===== config.mk =====
export PLATFORM = sky130hd
export DESIGN_NAME = calendar_date_shift_days_top
export DESIGN_NICKNAME = d
export VERILOG_FILES = /design/src/rtl/cdsd_pkg.sv /design/src/rtl/calendar_date_shift_days_top.sv
export SDC_FILE = /design/constraint.sdc
export NUM_CORES = 1
export LEC_CHECK = 0
export CORE_ASPECT_RATIO = 1.4
export CORE_MARGIN = 2
export CORE_UTILIZATION = 55
export CTS_BUF_LIST = sky130_fd_sc_hd__clkbuf_8
export DETAILED_ROUTE_END_ITERATION = 16
export DONT_BUFFER_PORTS = 1
export GPL_ROUTABILITY_DRIVEN = 1
export PLACE_DENSITY = 0.7
export SETUP_SLACK_MARGIN = 0.02
export SYNTH_ARGS = -nofsm -noshare
export SYNTH_HDL_FRONTEND = slang
export SYNTH_SLANG_ARGS = --single-unit
export TNS_END_PERCENT = 20

===== constraint.sdc =====
create_clock -name i_clk -period 6.45 [get_ports i_clk]
set_input_delay 0.3225 -clock i_clk [delete_from_list [all_inputs] [get_ports i_clk]]
set_output_delay 0.3225 -clock i_clk [all_outputs]
set_load 0.005 [all_outputs]

===== src/rtl/cdsd_pkg.sv =====
`timescale 1ns / 1ps
// ----------------------------------------------------------------------------
// cdsd_pkg
// Types, constants and month-length helpers for the date shift block.
// ----------------------------------------------------------------------------
package cdsd_pkg;

    localparam int unsigned YEAR_W  = 14;
    localparam int unsigned MONTH_W = 4;
    localparam int unsigned DAY_W   = 5;
    localparam int unsigned OFF_W   = 16;
    // running day value: day plus offset, signed
    localparam int unsigned DACC_W  = 17;

    localparam logic [YEAR_W-1:0]  YEAR_MIN   = 14'd1;
    localparam logic [YEAR_W-1:0]  YEAR_MAX   = 14'd9999;
    localparam logic signed [OFF_W-1:0] MAX_OFFSET = 16'sd32767;

    localparam logic [MONTH_W-1:0] MONTH_JAN = 4'd1;
    localparam logic [MONTH_W-1:0] MONTH_FEB = 4'd2;
    localparam logic [MONTH_W-1:0] MONTH_MAR = 4'd3;
    localparam logic [MONTH_W-1:0] MONTH_APR = 4'd4;
    localparam logic [MONTH_W-1:0] MONTH_JUN = 4'd6;
    localparam logic [MONTH_W-1:0] MONTH_SEP = 4'd9;
    localparam logic [MONTH_W-1:0] MONTH_NOV = 4'd11;
    localparam logic [MONTH_W-1:0] MONTH_DEC = 4'd12;

    // floor(2^19 / 100): y * RECIP_100 >> 19 is y/100 or one short, y < 2^14
    localparam logic [12:0] RECIP_100 = 13'd5242;
    localparam int unsigned RECIP_SH  = 19;

    typedef struct packed {
        logic [YEAR_W-1:0]       year_in;
        logic [MONTH_W-1:0]      month_in;
        logic [DAY_W-1:0]        day_in;
        logic signed [OFF_W-1:0] offset_days;
    } t_cdsd_req;

    typedef struct packed {
        logic [YEAR_W-1:0]  year_out;
        logic [MONTH_W-1:0] month_out;
        logic [DAY_W-1:0]   day_out;
        logic               out_of_range;
    } t_cdsd_res;

    // Gregorian leap rule from year split as (hi * 100 + lo)
    function automatic logic leap_year(input logic [6:0] lo, input logic [7:0] hi);
        leap_year = ((lo != 7'd0) && (lo[1:0] == 2'd0)) ||
                    ((lo == 7'd0) && (hi[1:0] == 2'd0));
    endfunction

    // Days in month; codes outside 1..12 give 31
    function automatic logic [DAY_W-1:0] month_len(input logic [MONTH_W-1:0] m,
                                                   input logic leap);
        logic [DAY_W-1:0] len;
        len = 5'd31;
        case (m) inside
            MONTH_APR, MONTH_JUN, MONTH_SEP, MONTH_NOV: len = 5'd30;
            MONTH_FEB: len = leap ? 5'd29 : 5'd28;
            default:   len = 5'd31;
        endcase
        month_len = len;
    endfunction

endpackage


===== src/rtl/calendar_date_shift_days_top.sv =====
`timescale 1ns / 1ps
// Sequence: the word is taken in idle, then passes the multiply, split and check
// states before the month-step loop; a bad starting date ends at the check.
// Throughput: one word at a time; busy stays high from acceptance to the result.
// The result shows on o_res for one cycle with o_valid; it cannot be held off.
// Reset (i_rst_n low, synchronous) returns to idle and drops o_valid.
// ----------------------------------------------------------------------------
// calendar_date_shift_days_top
// Shifts a Gregorian date by a signed day count, one month per cycle.
// ----------------------------------------------------------------------------
module calendar_date_shift_days_top
    import cdsd_pkg::*;
(
    input  logic      i_clk,
    input  logic      i_rst_n,
    input  logic      start,
    input  t_cdsd_req i_req,
    output logic      busy,
    output logic      o_valid,
    output t_cdsd_res o_res
);

    localparam logic [2:0] ST_IDLE  = 3'd0;
    localparam logic [2:0] ST_MUL   = 3'd1;
    localparam logic [2:0] ST_SPLIT = 3'd2;
    localparam logic [2:0] ST_CHECK = 3'd3;
    localparam logic [2:0] ST_RUN   = 3'd4;

    logic [2:0]               r_state, n_state;
    t_cdsd_req                r_req, n_req;
    logic [26:0]              r_prod, n_prod;
    logic [YEAR_W-1:0]        r_year, n_year;
    logic [MONTH_W-1:0]       r_month, n_month;
    logic signed [DACC_W-1:0] r_d, n_d;
    logic [6:0]               r_lo, n_lo;
    logic [7:0]               r_hi, n_hi;
    logic                     r_neg, n_neg;
    t_cdsd_res                r_res, n_res;
    logic                     r_valid, n_valid;

    logic [7:0]               q100;
    logic [YEAR_W-1:0]        rem100;
    logic                     leap_cur;
    logic [MONTH_W-1:0]       m_prev;
    logic [DAY_W-1:0]         len_cur, len_prev;
    logic signed [OFF_W-1:0]  off_sat;
    logic                     start_ok;

    // year split: estimate of year / 100 from the registered product
    assign q100     = r_prod[RECIP_SH +: 8];
    assign rem100   = r_req.year_in - YEAR_W'(q100) * YEAR_W'(100);
    assign leap_cur = leap_year(r_lo, r_hi);
    assign m_prev   = (r_month == MONTH_JAN) ? MONTH_DEC : r_month - 4'd1;
    assign len_cur  = month_len(r_month, leap_cur);
    // stepping back from March keeps the year, so the current leap flag holds
    assign len_prev = month_len(m_prev, leap_cur);

    // offset clamped to +/- MAX_OFFSET
    always_comb begin
        if (r_req.offset_days > MAX_OFFSET) begin
            off_sat = MAX_OFFSET;
        end else if (r_req.offset_days < -MAX_OFFSET) begin
            off_sat = -MAX_OFFSET;
        end else begin
            off_sat = r_req.offset_days;
        end
    end

    // starting date validity
    assign start_ok = (r_req.year_in >= YEAR_MIN) && (r_req.year_in <= YEAR_MAX) &&
                      (r_req.month_in >= MONTH_JAN) && (r_req.month_in <= MONTH_DEC) &&
                      (r_req.day_in != 5'd0) && (r_req.day_in <= len_cur);

    // sequencer
    always_comb begin
        n_state = r_state;
        n_req   = r_req;
        n_prod  = r_prod;
        n_year  = r_year;
        n_month = r_month;
        n_d     = r_d;
        n_lo    = r_lo;
        n_hi    = r_hi;
        n_neg   = r_neg;
        n_res   = r_res;
        n_valid = 1'b0;
        case (r_state)
            ST_IDLE: begin
                if (start) begin
                    n_req   = i_req;
                    n_state = ST_MUL;
                end
            end
            ST_MUL: begin
                n_prod  = 27'(r_req.year_in) * 27'(RECIP_100);
                n_state = ST_SPLIT;
            end
            ST_SPLIT: begin
                if (rem100 >= YEAR_W'(100)) begin
                    n_lo = 7'(rem100 - YEAR_W'(100));
                    n_hi = q100 + 8'd1;
                end else begin
                    n_lo = 7'(rem100);
                    n_hi = q100;
                end
                n_year  = r_req.year_in;
                n_month = r_req.month_in;
                n_state = ST_CHECK;
            end
            ST_CHECK: begin
                n_d   = $signed({12'd0, r_req.day_in}) + DACC_W'(off_sat);
                n_neg = off_sat[OFF_W-1];
                if (start_ok) begin
                    n_state = ST_RUN;
                end else begin
                    n_res   = '{r_req.year_in, r_req.month_in, r_req.day_in, 1'b1};
                    n_valid = 1'b1;
                    n_state = ST_IDLE;
                end
            end
            ST_RUN: begin
                if (!r_neg) begin
                    // forward: remove this month's length, advance the month
                    if (r_d > $signed({12'd0, len_cur})) begin
                        n_d = r_d - $signed({12'd0, len_cur});
                        if (r_month == MONTH_DEC) begin
                            n_month = MONTH_JAN;
                            n_year  = r_year + 14'd1;
                            if (r_lo == 7'd99) begin
                                n_lo = 7'd0;
                                n_hi = r_hi + 8'd1;
                            end else begin
                                n_lo = r_lo + 7'd1;
                            end
                            if (r_year == YEAR_MAX) begin
                                n_res   = '{r_req.year_in, r_req.month_in,
                                            r_req.day_in, 1'b1};
                                n_valid = 1'b1;
                                n_state = ST_IDLE;
                            end
                        end else begin
                            n_month = r_month + 4'd1;
                        end
                    end else begin
                        n_res   = '{r_year, r_month, r_d[DAY_W-1:0], 1'b0};
                        n_valid = 1'b1;
                        n_state = ST_IDLE;
                    end
                end else begin
                    // backward: step to the previous month and add its length
                    if (r_d <= 0) begin
                        n_month = m_prev;
                        n_d     = r_d + $signed({12'd0, len_prev});
                        if (r_month == MONTH_JAN) begin
                            n_year = r_year - 14'd1;
                            if (r_lo == 7'd0) begin
                                n_lo = 7'd99;
                                n_hi = r_hi - 8'd1;
                            end else begin
                                n_lo = r_lo - 7'd1;
                            end
                            if (r_year == YEAR_MIN) begin
                                n_res   = '{r_req.year_in, r_req.month_in,
                                            r_req.day_in, 1'b1};
                                n_valid = 1'b1;
                                n_state = ST_IDLE;
                            end
                        end
                    end else begin
                        n_res   = '{r_year, r_month, r_d[DAY_W-1:0], 1'b0};
                        n_valid = 1'b1;
                        n_state = ST_IDLE;
                    end
                end
            end
            default: begin
                n_state = ST_IDLE;
            end
        endcase
    end

    // control registers
    always_ff @(posedge i_clk) begin
        if (!i_rst_n) begin
            r_state <= ST_IDLE;
            r_valid <= 1'b0;
        end else begin
            r_state <= n_state;
            r_valid <= n_valid;
        end
    end

    // datapath registers
    always_ff @(posedge i_clk) begin
        r_req   <= n_req;
        r_prod  <= n_prod;
        r_year  <= n_year;
        r_month <= n_month;
        r_d     <= n_d;
        r_lo    <= n_lo;
        r_hi    <= n_hi;
        r_neg   <= n_neg;
        r_res   <= n_res;
    end

    assign busy    = (r_state != ST_IDLE);
    assign o_valid = r_valid;
    assign o_res   = r_res;

endmodule


==> flow_summary.toml, run 1 <==
[cells_and_area]
area.growth.synth_to_final_pct = 9.59
n_antenna_cell = 0
instances_no_fill = 1401
drive_gt1_share_pct = 4.96
finalNetCount = 1404

[clocking]
cts-buffers-inserted = 17
path_clk_slew_ns = 0.09
cts_setup_buffers = 0
cts.sinks = 120
insertion_delay_ns = 0.46
cts_tree = "built"
clockRootBuffer = "clkbuf_8"
cts.path.max_buffers = 2
cts_hold_buf = 40
cts_resized = 0
h-tree-depth = 4

[routing]
ant_nets = 0
drt_iter0_drc = 463
via_per_inst = 5.79
drcViolationCount = 0
wl_mm = 26.0
vias = 8105
avgRoutedWirePerCell_um = 18.5
firstDrtPassIters = 7

[power]
cellPowerDensity_nw_per_um2 = 446
peakVddDrop_mv = 0.339
p_leak_nw = 5.16

[critical_path]
critPathLaunch = "r_req[28]$_DFFE_PP_"
r2r_end = "r_prod[26]$_DFFE_PP_"
worst-setup-path-type = "reg2reg"
critPathMaxFanout = 9
worst_ep_arrival_time_ns = 5.60
crit_path_start_kind = "flip-flop"
crit_top_cell = "inv_1"
r2r_slack_ns = 1.04
slowest_delay_ns = 0.59
r2r_cells = 20
crit_slowest_cell = "edfxtp_1"
r2r-start = "r_req[28]$_DFFE_PP_"
end_kind = "flip-flop"
required_ns = 6.64
critPathCapture = "r_prod[26]$_DFFE_PP_"
crit_chain = "inv_1 > fa_1 > inv_1 > ha_1 > inv_1 > fa_1 > inv_1 > ha_1 > inv_1 > fa_1 > inv_1 > ha_1 > a21o_1 > a2111oi_0 > o21ai_1 > a221oi_1 > o21ai_1 > a31o_2 > a21oi_1 > xnor2_1"

[grt]
antenna_found_initial = 0
grt_pass1_vias = 8361
grt_overflow = 0
grtUsageTotal_pct = 26.0
grt_first_pass_wirelength_mm = 41.9
grt_max_degree = 40

[sta]
setup_viol = 0
fin_skew_ns = 0.0210
max-slew-margin-rel_pct = 36.5
finalCritPeriodShare_pct = 83.8
holdWs_ns = 0.0383
final_max_slew_viol_count = 0
clock.fmax_ghz = 0.185
tightestPinTransition_ns = 0.950
finalCriticalPeriod_ns = 5.41
hold_viol_final = 0
fin_setup_tns_ns = 0
rsz0062_at_grt = "false"

[die]
coreArea_um2 = 19800
die_area_um2 = 21300
die_x_um = 124
start_util_pct = 56.0
rows = 61
io_pins = 68
chipHeight_um = 172

[synth]
synth_edf_count = 116
avgSynthCellArea_um2 = 10.0
yosys_warnings = 0
synth_nets = 1374
yosysSeqAreaShare_pct = 32.2
syn_inst = 1106
syn_area_um2 = 11100
synthArstFlopShare_pct = 0
yosys.cell_types.count = 76
synth_flop_cell = "edfxtp_1"
synth_seq_cells = 120

[place]
dp_hpwl_mm = 20.1
io_buffers = 0
gp_congestion = 0.895
dp_cells = 1329

[flow_run]
drv_cap = 0

[outcome]
outcome = "finished, final reports clean"

[worst_hold_path]
hp-class = "in2reg"
hp-start = "i_rst_n"
worst min-delay path by stage:
| stage | end | slack (ns) | cells past startpoint |
|---|---|---|---|
| floorplan | r_req[0]$_DFFE_PP_ | 0.42 | 0 |
| global placement | r_req[3]$_DFFE_PP_ | 0.42 | 0 |
| detailed placement | r_req[3]$_DFFE_PP_ | 0.42 | 0 |
| CTS | r_state[0]$_SDFFE_PN0P_ | 0.02 | 2 |
| global route | r_state[1]$_SDFFE_PN0P_ | 0.06 | 2 |
| finish | r_state[0]$_SDFFE_PN0P_ | 0.04 | 2 |
sequential cells by signal (all words and copies together) (netlist names):
name,cells
r_year,14
r_state,3
r_prod,8
r_hi,2
r_neg,1
r_month,4
r_req,39
r_lo,7
o_res,24
o_valid,1
r_d,17
final cells by class:
| type | count | area [um^2] |
|---|---|---|
| inverters | 132 | 495 |
| repair buffers | 48 | 460 |
| well taps | 252 | 315 |
| flip-flops and latches | 120 | 3560 |
| multi-input cells | 817 | 6880 |
| clock inverters | 15 | 180 |
| clock buffers | 17 | 234 |
| fillers | 1629 | 7640 |
placed cells by master, fill, tap and decap left out, drive strengths merged, types with 17 or more instances in the layout:
master	Yosys	layout
nor2	66	66
nand2	84	84
clkbuf	30	17
o21ai	71	71
a21oi	59	59
nor3	19	19
dlygate4sd3	0	40
nand3	23	23
xnor2	49	49
fa	58	58
xor2	25	25
ha	168	168
inv	132	136
edfxtp	116	116
synthesized netlist by cell type, drive strengths merged (9+ instances only):
library cell | n | area share (%)
ha | 168 | 19
inv | 132 | 4.5
edfxtp | 116 | 31
nand2 | 84 | 2.9
o21ai | 71 | 3.2
nor2 | 66 | 2.2
a21oi | 59 | 2.7
fa | 58 | 10
xnor2 | 49 | 3.9
clkbuf | 30 | 1.0
xor2 | 25 | 2.0
nand3 | 23 | 1.0
nor3 | 19 | 0.90
and3 | 13 | 0.74
nand4 | 13 | 0.74
a31oi | 10 | 0.57
mux2 | 10 | 1.0
nand2b | 10 | 0.57
nor4 | 10 | 0.57
or3 | 10 | 0.57
a21o | 9 | 0.61
nor2b | 9 | 0.51
o22ai | 9 | 0.51
worst max-delay path: cells and delay by family (launching register included):
kind                       cells  cell delay, ns
AOI/OAI and AO/OA              7            1.89
adders and majority gates      6            2.18
xor gates and xnor gates       1            0.09
DFF                            1            0.59
buffers and inverters          6            0.39
metrics by stage:
stage          total power [mW]  utilization (%)  instance area, um^2  setup WS [ns]
2_1_floorplan              3.88                -                11100           1.63
3_3_place_gp               4.54             57.2                11300           1.15
3_5_place_dp               4.65             57.2                11300           1.12
4_1_cts                    5.41             61.3                12100           1.07
5_1_grt                    5.96             61.3                12100          0.656
6_report                   5.41             61.3                12100           1.04
logic make-up after synthesis:
logic type	share of synthesized area [%]
adders and majority gates	29.5
AOI/OAI and AO/OA	11.6
muxes	1.85
xor gates and xnor gates	5.86
buffers and inverters	5.89
and+or+nand+nor	13.1
DFF	32.2
layer usage:
metal,vias to the layer above,global-route usage [%],part of all wire (%)
li1,3955,-,-
met1,3916,29.2,38
met2,173,46.7,53
met3,61,4.58,3.8
met4,0,12.5,4.4
met5,-,0,0
power breakdown:
group	internal [mW]	leakage, nW	switching, mW
logic	1.54	3.85	2.03
registers	1.00	1.11	0.111
clock network	0.384	0.207	0.341
No activity file was read; power rests on OpenSTA's default activity.
==> inputs of run 2 (changes only) <==
==> constraint.sdc (replaced) <==
create_clock -name i_clk -period 5.1 [get_ports i_clk]
set_input_delay 0.255 -clock i_clk [delete_from_list [all_inputs] [get_ports i_clk]]
set_output_delay 0.255 -clock i_clk [all_outputs]
set_load 0.005 [all_outputs]
==> run 2 against run 1 <==
Compared with the run above: global-route usage down 0.19 points; sequential cell count unchanged; maximum frequency up 8.8%; non-clock buffer count up 35; setup slack worse by 0.91 ns; clock skew down 0.0088 ns; die area unchanged; sequential power up 24%; critical path type unchanged; critical endpoint unchanged.
==> flow_summary.toml, run 2 (synthesized netlist as in run 1, its figures left out) <==
[outcome]
outcome = "finished, final reports clean"

[sta]
clock.fmax_ghz = 0.201
rsz0062_at_grt = "true"
finalCritPeriodShare_pct = 97.4
final_max_slew_viol_count = 0
setup_viol = 0
fin_skew_ns = 0.0122
max-slew-margin-rel_pct = 34.2
finalCriticalPeriod_ns = 4.97
fin_setup_tns_ns = 0
hold_viol_final = 0
tightestPinTransition_ns = 0.985

[worst_hold_path]
min_path_cells = 1
hp-class = "in2reg"
worstHoldEndpoint = "r_req[7]$_DFFE_PP_"
hp-start = "i_req[7]"

[cells_and_area]
finalNetCount = 1439
multiInputGateArea_um2 = 6910
drive_gt1_share_pct = 8.19
regMostFlops = "r_req"
fill_cells = 1600
mostFrequentLayoutCells = "ha_1, inv_1, edfxtp_1"
n_antenna_cell = 0
largest_reg_flops = 39
instances_no_fill = 1436
stdcell_area_um2 = 12400
mostFrequentLayoutCell = "ha_1"
layout.area.seq_um2 = 3560
area.growth.synth_to_final_pct = 12.0
utilization_pct = 62.7

[power]
p_leak_nw = 5.31
peakVddDrop_mv = 0.613
finalPower_mw = 6.94
cellPowerDensity_nw_per_um2 = 560

[die]
start_util_pct = 56.0
chipHeight_um = 172
coreArea_um2 = 19800
io_pins = 68
rows = 61
die_area_um2 = 21300
die_x_um = 124

[routing]
vias = 8232
drcViolationCount = 0
drt_iter0_drc = 525
ant_nets = 0
wl_mm = 26.1
via_per_inst = 5.73
avgRoutedWirePerCell_um = 18.2
firstDrtPassIters = 6

[critical_path]
worst_ep_arrival_time_ns = 5.19
r2r_end = "r_prod[26]$_DFFE_PP_"
r2r-start = "r_req[36]$_DFFE_PP_"
r2r_slack_ns = 0.13
end_kind = "flip-flop"
critPathMaxFanout = 6
crit_path_start_kind = "flip-flop"
r2r_cells = 15
worst-setup-path-type = "reg2reg"
required_ns = 5.32

[clocking]
h-tree-depth = 4
cts-buffers-inserted = 17
insertion_delay_ns = 0.46
cts_tree = "built"
cts.path.max_buffers = 2
path_clk_slew_ns = 0.09
cts.sinks = 120
clockRootBuffer = "clkbuf_8"

[grt]
grtUsageTotal_pct = 25.8
grt_max_degree = 40
antenna_found_initial = 0
grt_overflow = 0
grt_first_pass_wirelength_mm = 41.4
grt_pass1_vias = 8398

[place]
gp_congestion = 0.899
io_buffers = 0
dp_hpwl_mm = 20.0
dp_cells = 1348
place_area_um2 = 11500

[flow_run]
drv_cap = 0
run 2: worst max path at each step:
stage | depth (start not counted) | to | startpoint | slack (ns)
3_5_place_dp | 18 | r_lo[6]$_DFFE_PP_ | r_prod[21]$_DFFE_PP_ | 0.03
2_1_floorplan | 20 | r_prod[26]$_DFFE_PP_ | r_req[28]$_DFFE_PP_ | 0.28
4_1_cts | 18 | r_lo[6]$_DFFE_PP_ | r_prod[21]$_DFFE_PP_ | 0.04
6_report | 15 | r_prod[26]$_DFFE_PP_ | r_req[36]$_DFFE_PP_ | 0.13
3_3_place_gp | 18 | r_lo[6]$_DFFE_PP_ | r_prod[21]$_DFFE_PP_ | 0.12
5_1_grt | 21 | r_prod[26]$_DFFE_PP_ | r_req[28]$_DFFE_PP_ | -0.006
run 2: power by group:
group	total (mW)	internal (mW)	switching, mW	leakage (nW)
clock	0.851	0.394	0.457	0.185
sequential	1.38	1.27	0.114	1.11
combinational	4.71	2.08	2.63	4.02
run 2: metal layers:
layer / track usage (%) / vias to the layer above / wire length, um
li1: - / 4037 / -
met1: 28.2 / 3945 / 9900
met2: 48.4 / 191 / 14300
met3: 3.98 / 59 / 908
met4: 11.1 / 0 / 976
met5: 0 / - / 0
run 2: critical path: stages, from the launching register on:
cell      delay (ns)
edfxtp_1        0.50
buf_12          0.19
fa_1            0.49
ha_1            0.33
fa_1            0.48
fa_1            0.53
fa_1            0.51
ha_1            0.32
nand4_1         0.09
a211oi_1        0.35
a221oi_2        0.12
buf_4           0.16
o21ai_1         0.24
a31o_2          0.23
a21oi_2         0.06
xnor2_1         0.12
run 2: timing repair:
item	in CTS	in global routing
endpoints found under the hold margin	43	0
resized for setup	0	8
hold buffers	42	0
buffers inserted	1	13
pin swaps	1	7
cloned	0	0
endpoints found under the setup margin	1	9
run 2: cell type report:
cell class	instances	share of cell area (%)
Clock inverter	15	1.15
Timing Repair Buffer	83	5.97
Clock buffer	17	1.89
Sequential cell	120	28.7
Tap cell	252	2.54
Inverter	132	4.00
Multi-Input combinational cell	817	55.7
run 2: metrics by stage:
stage / setup slack (ns) / hold WS [ns]
finish: 0.131 / 0.410
global placement: 0.120 / 0.354
detailed placement: 0.0343 / 0.354
CTS: 0.0380 / 0.394
global route: -0.00568 / 0.399
floorplan: 0.285 / 0.354
